==> src/mpsm_pkg.sv <==
// Package: shared types, codes and constants of the string matcher
`default_nettype none
package mpsm_pkg;
	localparam logic [7:0] SPACE_BYTE = 8'h20;
	localparam int MASK_BITS = 16;

	typedef enum logic [2:0] {
		KIND_DATA    = 3'd0,
		KIND_MAP     = 3'd1,
		KIND_CHAR    = 3'd2,
		KIND_LEN     = 3'd3,
		KIND_RESTART = 3'd4
	} kind_t;

	typedef enum logic [1:0] {
		REG_WORD_START = 2'd0,
		REG_DEFAULT_MAP = 2'd1,
		REG_TARGET_COUNT = 2'd2
	} reg_idx_t;

	typedef struct packed {
		logic [2:0] kind;
		logic [7:0] map_index;
		logic [3:0] target_index;
		logic [4:0] char_pos;
		logic [7:0] value;
	} in_item_t;

	typedef struct packed {
		logic [15:0] match_mask;
		logic [31:0] end_position;
	} out_item_t;

	typedef struct packed {
		logic load;       // latch input transaction
		logic shift;      // map and shift data byte
		logic compare;    // compare current target
		logic restart;
		logic write_map;
		logic write_char;
		logic write_len;
		logic emit;       // load output register
	} cmd_t;

	typedef struct packed {
		logic last_target;
		logic [2:0] kind;
	} status_t;

	function automatic logic [7:0] default_map(input logic [7:0] b);
		if ((b >= 8'h30 && b <= 8'h39) || (b >= 8'h41 && b <= 8'h5a) ||
				(b >= 8'h61 && b <= 8'h7a))
			return b;
		return SPACE_BYTE;
	endfunction
endpackage
`default_nettype wire

==> src/mpsm_ctrl.sv <==
// Controller: decodes a transaction, runs map, shift, compare, emit for data
`default_nettype none
module mpsm_ctrl (
	input  wire logic              clk,
	input  wire logic              arst_n,
	input  wire logic              in_valid,
	output logic                   in_ready,
	output logic                   out_valid,
	input  wire logic              out_ready,
	input  wire mpsm_pkg::status_t status,
	output mpsm_pkg::cmd_t         cmd
);
	typedef enum logic [5:0] {
		S_IDLE    = 6'b000001,
		S_DECODE  = 6'b000010,
		S_MAP     = 6'b000100,
		S_SHIFT   = 6'b001000,
		S_COMPARE = 6'b010000,
		S_LAST    = 6'b100000
	} state_t;

	state_t state_q, state_d;
	logic out_valid_q;

	assign in_ready = (state_q == S_IDLE);
	assign out_valid = out_valid_q;

	always_comb begin
		cmd = '0;
		state_d = state_q;
		case (state_q)
			S_IDLE: begin
				if (in_valid) begin
					cmd.load = 1'b1;
					state_d = S_DECODE;
				end
			end
			S_DECODE: begin
				state_d = S_IDLE;
				case (status.kind)
					mpsm_pkg::KIND_DATA:    state_d = S_MAP;
					mpsm_pkg::KIND_MAP:     cmd.write_map = 1'b1;
					mpsm_pkg::KIND_CHAR:    cmd.write_char = 1'b1;
					mpsm_pkg::KIND_LEN:     cmd.write_len = 1'b1;
					mpsm_pkg::KIND_RESTART: cmd.restart = 1'b1;
					default:                state_d = S_IDLE;
				endcase
			end
			S_MAP: begin
				cmd.shift = 1'b1;
				state_d = S_SHIFT;
			end
			S_SHIFT: begin
				state_d = S_COMPARE;
			end
			S_COMPARE: begin
				cmd.compare = 1'b1;
				if (status.last_target) state_d = S_LAST;
				else state_d = S_SHIFT;
			end
			S_LAST: begin
				if (!out_valid_q || out_ready) begin
					cmd.emit = 1'b1;
					state_d = S_IDLE;
				end
			end
			default: state_d = S_IDLE;
		endcase
	end

	always_ff @(posedge clk or negedge arst_n) begin
		if (!arst_n) begin
			state_q <= S_IDLE;
			out_valid_q <= 1'b0;
		end else begin
			state_q <= state_d;
			if (cmd.emit) out_valid_q <= 1'b1;
			else if (out_ready) out_valid_q <= 1'b0;
		end
	end
endmodule
`default_nettype wire

==> config.mk <==
export PLATFORM = sky130hd
export DESIGN_NAME = mpsm_ctrl
export DESIGN_NICKNAME = d
export VERILOG_FILES = /design/src/mpsm_pkg.sv /design/src/mpsm_ctrl.sv
export SDC_FILE = /design/constraint.sdc
export NUM_CORES = 1
export LEC_CHECK = 0
export BUFFER_PORTS_ARGS = -buffer_cell sky130_fd_sc_hd__clkbuf_2
export CAP_MARGIN = 10
export CORE_AREA = 2 2 39 41
export CTS_CLUSTER_SIZE = 12
export DETAILED_ROUTE_END_ITERATION = 12
export DIE_AREA = 0 0 41 43
export PLACE_DENSITY = 0.57
export SLEW_MARGIN = 10
export SYNTH_ARGS = -nofsm -noshare
export SYNTH_HDL_FRONTEND = slang
export SYNTH_SLANG_ARGS = --single-unit
==> constraint.sdc <==
create_clock -name clk -period 3 [get_ports clk]
set_input_delay 0.6 -clock clk [delete_from_list [all_inputs] [get_ports clk]]
set_output_delay 0.6 -clock clk [all_outputs]
set_load 0.01 [all_outputs]
After elaboration in Yosys (flattened, before gate mapping)
Index checks and enable logic that the tools add are counted.
{"block": "op_classes", "n_reduce_logical": 5, "mux": 18, "n_eq_ne": 12}
{"cell": "6-bit one-hot mux with 6 select lines", "n": 1}
{"cell": "6-bit 2-to-1 mux", "n": 3}
{"cell": "1-bit 2-to-1 mux", "n": 12}
{"cell": "3-bit by 2-bit equality test with 1-bit output, second input constant", "n": 2}
{"cell": "6-bit by 1-bit equality test with 1-bit output, second input constant", "n": 1}
{"cell": "6-bit by 2-bit equality test with 1-bit output, second input constant", "n": 1}
{"cell": "6-bit by 3-bit equality test with 1-bit output, second input constant", "n": 1}
{"cell": "6-bit by 4-bit equality test with 1-bit output, second input constant", "n": 1}
{"cell": "6-bit by 5-bit equality test with 1-bit output, second input constant", "n": 1}
{"cell": "6-bit equality test, second input constant", "n": 1}
{"cell": "4-bit 2-to-1 mux", "n": 1}
{"cell": "2-bit != test, second input constant", "n": 2}
{"cell": "3-bit by 1-bit equality test with 1-bit output, second input constant", "n": 1}
{"cell": "3-bit equality test, second input constant", "n": 1}
{"cell": "3-bit logical NOT", "n": 1}
{"cell": "3-bit 2-to-1 mux", "n": 1}
{"cell": "2-bit AND reduction", "n": 1}
{"cell": "2-bit nonzero test", "n": 1}
{"cell": "1-bit logical NOT", "n": 1}
{"cell": "1-bit logical OR", "n": 1}
{"block": "word_totals", "register_bits": 7, "elab_cells": 37, "inputBits": 8, "output_inout_bits": 10}

Longest topological paths before layout
Gate-level depths: netlist of the first run.
{"block": "depth", "depth_word": 5, "ltp_mapped": 5, "depth_no_buf": 4}

Worst setup path before layout of the first run
OpenSTA, ideal clock, no wires.
{"block": "synth_timing", "path_kind": "reg-to-output", "from": "register state_q[4]", "to": "output port cmd[3] (netlist name)", "t_required_ns": 2.400, "n_path_buf": 1, "stages_incl_launch_ff": 5, "path_slack_ns": 0.753, "arrival_time_ns": 1.647, "cell_sequence": "dfrtp_1 > or3_1 > buf_2 > or4_4 > nor3b_2"}
{"item": "start: declaration", "line": "mpsm_ctrl.sv:22", "source": "state_t state_q, state_d;"}
{"item": "start signal: assignment", "line": "mpsm_ctrl.sv:76", "source": "state_q <= state_d;"}
{"item": "end: declaration", "line": "mpsm_ctrl.sv:11", "source": "output mpsm_pkg::cmd_t cmd"}

==> results of run 1 <==
[cell usage in the layout (no fill, tap or decap), drive strengths merged]
| cell | netlist | layout |
|---|---|---|
| nor3b | 1 | 1 |
| clkbuf | 1 | 21 |
| inv | 1 | 1 |
| nand2b | 3 | 3 |
| and2 | 2 | 2 |
| nor3 | 6 | 6 |
| a211o | 1 | 1 |
| or4 | 1 | 1 |
| or3 | 2 | 2 |
| o21ai | 2 | 2 |
| dfstp | 1 | 1 |
| and3 | 1 | 1 |
| dfrtp | 6 | 6 |
| nor2 | 8 | 8 |
| nor2b | 1 | 1 |
| a31oi | 1 | 1 |
| o22a | 1 | 1 |
| or3b | 1 | 1 |
| a21oi | 2 | 2 |
| nor4 | 2 | 2 |
| o311ai | 1 | 1 |
| nand4 | 1 | 1 |
| nor4b | 1 | 1 |
| xnor2 | 1 | 1 |
| nand2 | 5 | 5 |
[critical path, stage by stage, from the launching register on]
cell and delay, ns:
dfrtp_1 0.43, or3_1 0.50, or4_4 0.53, nor3b_2 0.18
clkbuf_2 0.15
[stage by stage]
stage	instance area, um^2	power, W	util (%)	setup slack, ns	cells
2_1_floorplan	445	0.000203	-	0.753	54
3_3_place_gp	542	0.000238	39.2	0.650	85
3_5_place_dp	542	0.000237	39.2	0.638	85
4_1_cts	568	0.000327	41.0	0.339	89
5_1_grt	568	0.000350	41.0	0.234	89
6_report	568	0.000323	41.0	0.360	89
[metal layers]
layer / GRT usage (%) / up-vias
met1: 17.9 / 199
met5: 0 / -
met3: 4.71 / 2
met4: 12.0 / 0
li1: - / 232
met2: 18.1 / 18
[state kept, by name, summed over array words and instances (netlist names)]
register / cells
out_valid: 1
state_q: 6
[cell families after synthesis]
group	count (synthesis)	synth area share, %
buf+inv	3	2.81
compound gates	8	11.8
xor+xnor	1	1.97
simple gates	35	43.8
flops	7	39.6
[path summary, 6_finish.rpt]
path / from / to / slack (ns) / cells after the start
min: arst_n / state_q[5]$_DFFE_PN0P_ / 0.18 / 1
min in group clk: state_q[2]$_DFFE_PN0P_ / state_q[4]$_DFFE_PN0P_ / 0.54 / 1
max reg2reg: state_q[4]$_DFFE_PN0P_ / state_q[2]$_DFFE_PN0P_ / 1.32 / 3
min reg2reg: state_q[2]$_DFFE_PN0P_ / state_q[4]$_DFFE_PN0P_ / 0.54 / 1
max in group asynchronous: arst_n / state_q[0]$_DFFE_PN1P_ / 2.59 / 1
max: state_q[4]$_DFFE_PN0P_ / cmd[3] / 0.36 / 4
[power breakdown]
group | leakage, nW | switching, W | internal (W) | total [W]
Clock | 0.0150 | 0.0000366 | 0.0000509 | 0.0000875
Sequential | 0.0933 | 0.00000990 | 0.000111 | 0.000121
Combinational | 0.161 | 0.0000629 | 0.0000519 | 0.000115
Total | 0.270 | 0.000109 | 0.000214 | 0.000323
[layout make-up]
| type | instances | area, um^2 | share of cell area [%] |
|---|---|---|---|
| inverters | 1 | 3.75 | 0.661 |
| well taps | 16 | 20.0 | 3.52 |
| clock buffers | 4 | 26.3 | 4.63 |
| flip-flops and latches | 7 | 176 | 31.1 |
| repair buffers | 17 | 85.1 | 15.0 |
| multi-input cells | 44 | 256 | 45.2 |
==> metrics, run 1 <==
outcome=complete, no violations; Port-buffer cells=17; register area share after synthesis=39.6%; CP arrival=2.04 ns; total negative slack=0 ns; top cells by area, synth=dfrtp_1, nor3_1, nor2_1, dfstp_2, nand2_1; number of nets in the layout=82; filler cell count=154; FP Rows=14; drt drc=0; Syn Nets=62; area grow syn2layout=27.5%; fmax=379 MHz; final clock skew=0.000755 ns; clock buffer depth=2; initial antenna violation count=0; via count=451; Worst setup SP type=flop; global placer's final weighted congestion=0.681; Initial Util=32.2%; Hold-fix buffers, CTS=0; CTS sink count=7; cell area after synthesis=445 um^2; final setup violation count=0; Worst Path Max Fanout=7; Min Hold Slack=0.177 ns; die width=41 um; Synth Flop Type=dfrtp_1; Hold Vio Cnt, Final=0; TritonCTS clock tree=built; Max Cap Violations=0; routed wire length=979 um; Final Critical Period=2.64 ns; leading area contributor after synthesis=dfrtp_1; worst skew pair latency=0.25 ns; EDFF count, synth=0; measured slew at the worst slew-check pin=0.330 ns; CP Capture Type=primary output; Synth top area share=33.7%; vias in the first global route=402; leakage power=0.270 nW; metal3 WL=56 um; die area=1760 um^2; Remaining Overflow, GRT=0; most frequent cell after synthesis=nor2_1; Worst VDD drop=0.260 mV; Ports=18; Setup Crit Path Kind=reg -> out; number of H-tree levels=1; metal2 WL=456 um; Iter 0 DRT Violations=12; Metal-1 WL=447 um; syn avg cell area=8.25 um^2; Hold WC Path Type=in -> async; Antenna diodes=0; CTS root buffer=clkbuf_4; largest net degree at the start of global routing=13; PostCTS Resize Cnt=0; DR WL/cell=11.0 um; Die Ht=43 um; Vias per Instance=5.07; PD cells=569 nW/um^2; Slew HR=78.0%; uppermost layer routed=met4; synth unique cells=26; flops & latches, synth=7; Detailed Routing Iterations Pass 1=4; Detailed Place HPWL=721 um; final antenna-violating net count=0; Final Cycle Share=88.0%; Syn. warnings=0; clk slew on worst S/H paths=0.05 ns; async set-or-reset flop fraction in the synthesized netlist=100%; Core ar.=1380 um^2; synth cell count leaders=nor2_1, dfrtp_1, nor3_1; Inserted Clock Buffers=3; first-pass GRT wire length=1590 um; Slew Viols, Final=0; post-synthesis cell count=54; share of layout cells above drive strength 1=32.9%; unrepaired setup endpoints after global routing=no; post-CTS setup buffer count=0; global-route usage over all layers=14.1%; CP required=2.40 ns
(Power assumes the default switching activity.)
==> run 2, diff against run 1 <==
--- a/config.mk
+++ b/config.mk
@@ -13,2 +13,3 @@
 export DIE_AREA = 0 0 41 43
+export GPL_TIMING_DRIVEN = 0
 export PLACE_DENSITY = 0.57
==> constraint.sdc (replaced) <==
create_clock -name clk -period 3 [get_ports clk]
set_input_delay 0.3 -clock clk [delete_from_list [all_inputs] [get_ports clk]]
set_output_delay 0.3 -clock clk [all_outputs]
set_load 0.01 [all_outputs]
==> run 2 against run 1 <==
- first-iteration DRC count shrank 8.3%
- clock power decreased by 0.6%
- via count grew 3.5%
- critical path depth rose by 1
- largest cell class unchanged
- routed wire length did not move
- sequential share of layout area fell by 0.99 points
- highest routed layer unchanged
- die area stayed put
- critical endpoint unchanged
- total power rose by 0.67%
- utilization up 1.4 points
- setup slack improved by 0.29 ns
- final cell count increased by 3.4%
==> metrics, run 2 (synthesis results as in run 1) <==
Core ar.=1380 um^2; area post-placement=551 um^2; Worst setup SP type=flop; Worst VDD drop=0.325 mV; die width=41 um; PD cells=555 nW/um^2; Iter 0 DRT Violations=11; PostCTS Resize Cnt=0; via count=467; Port-buffer cells=17; share of layout cells above drive strength 1=32.9%; CP arrival=2.05 ns; post-CTS setup buffer count=0; Antenna diodes=0; area grow syn2layout=31.7%; Biggest register=state_q; drt drc=0; fmax=426 MHz; final setup violation count=0; number of nets in the layout=85; cells on worst reg2reg path=4; most common cell after layout, fill and taps aside=clkbuf_2; Hold Vio Cnt, Final=0; leakage power=0.281 nW; Die Ht=43 um; CP Capture Type=primary output; final clock skew=0.00103 ns; FP Rows=14; final antenna-violating net count=0; setup ws final=0.651 ns; Slew Viols, Final=0; TritonCTS clock tree=built; fin area=587 um^2; DR WL/cell=10.6 um; Remaining Overflow, GRT=0; largest net degree at the start of global routing=11; vias in the first global route=422; clk slew on worst S/H paths=0.05 ns; Hold-fix buffers, CTS=1; Detailed Place HPWL=749 um; measured slew at the worst slew-check pin=0.380 ns; CTS sink count=7; filler cell count=153; CP required=2.70 ns; global-route usage over all layers=14.5%; Ports=18; commonest non-fill, non-tap cells in the layout=clkbuf_2, nor2_1, nor3_1, dfrtp_1, nand2_1; Hold WC Path Type=in -> reg; clock buffer depth=2; Final Cycle Share=78.3%; Slew HR=74.7%; global placer's final weighted congestion=0.682; outcome=complete, no violations; Inserted Clock Buffers=3; Max Cap Violations=0; routed wire length=979 um; Largest register FFs=6; die area=1760 um^2; CTS root buffer=clkbuf_4; first-pass GRT wire length=1750 um; pre-CTS WS=0.929 ns; Worst Path Max Fanout=7; Setup Crit Path Kind=reg -> out; Final Critical Period=2.35 ns; Vias per Instance=5.08; Initial Util=32.2%; number of H-tree levels=1; Worst Hold Depth=2; Detailed Routing Iterations Pass 1=4; total negative slack=0 ns; initial antenna violation count=0; unrepaired setup endpoints after global routing=no; worst skew pair latency=0.25 ns; Power Total=0.000326 W
run 2: changes by cell type in the layout (fill, tap and decap cells not counted), sizes merged:
cell	before	now
clkbuf	21	22
dlygate4sd3	0	1
buf	0	1
run 2: final timing paths:
kind | start | end | slack, ns
min in group asynchronous | arst_n | out_valid$_DFFE_PN0P_ | 0.42
worst max-delay path | state_q[4]$_DFFE_PN0P_ | cmd[3] | 0.65
worst max register to register | state_q[4]$_DFFE_PN0P_ | state_q[2]$_DFFE_PN0P_ | 1.31
worst min-delay path | status[0] | state_q[2]$_DFFE_PN0P_ | 0.27
max in group asynchronous | arst_n | state_q[0]$_DFFE_PN1P_ | 2.34
worst min register to register | state_q[2]$_DFFE_PN0P_ | state_q[4]$_DFFE_PN0P_ | 0.54
run 2: worst max-delay path: stages, from the launching register on:
cell and delay [ns]:
dfrtp_1 0.43, or3_1 0.38, buf_2 0.16, or4_4 0.49, nor3b_2 0.18, clkbuf_2 0.15
run 2: area by class of cell:
type | instances | area (um^2) | share of cell area (%)
sequential | 7 | 176 | 30.1
timing repair buffer | 18 | 95.1 | 16.2
inverter | 1 | 3.75 | 0.640
clock buffer | 4 | 26.3 | 4.48
multi-input combinational | 44 | 256 | 43.7
buffer | 2 | 8.76 | 1.49
tap | 16 | 20.0 | 3.41
run 2: per-layer routing:
| metal | vias up | track usage, % | share of wire [%] |
|---|---|---|---|
| met4 | 0 | 10.0 | 2.5 |
| met3 | 2 | 3.14 | 5.2 |
| met1 | 207 | 19.9 | 49 |
| li1 | 242 | - | - |
| met5 | - | 0 | 0 |
| met2 | 16 | 19.4 | 43 |
run 2: power by group:
part | leakage (nW) | switching (W) | internal, W
logic | 0.172 | 0.0000636 | 0.0000533
registers | 0.0933 | 0.0000103 | 0.000111
clock network | 0.0150 | 0.0000362 | 0.0000508
run 2: stage by stage:
stage | std cells | utilization, % | hold slack (ns)
2_1_floorplan | 54 | - | 0.00441
3_3_place_gp | 87 | 39.8 | 0.147
3_5_place_dp | 87 | 39.8 | 0.151
4_1_cts | 92 | 42.4 | 0.267
5_1_grt | 92 | 42.4 | 0.279
6_report | 92 | 42.4 | 0.271
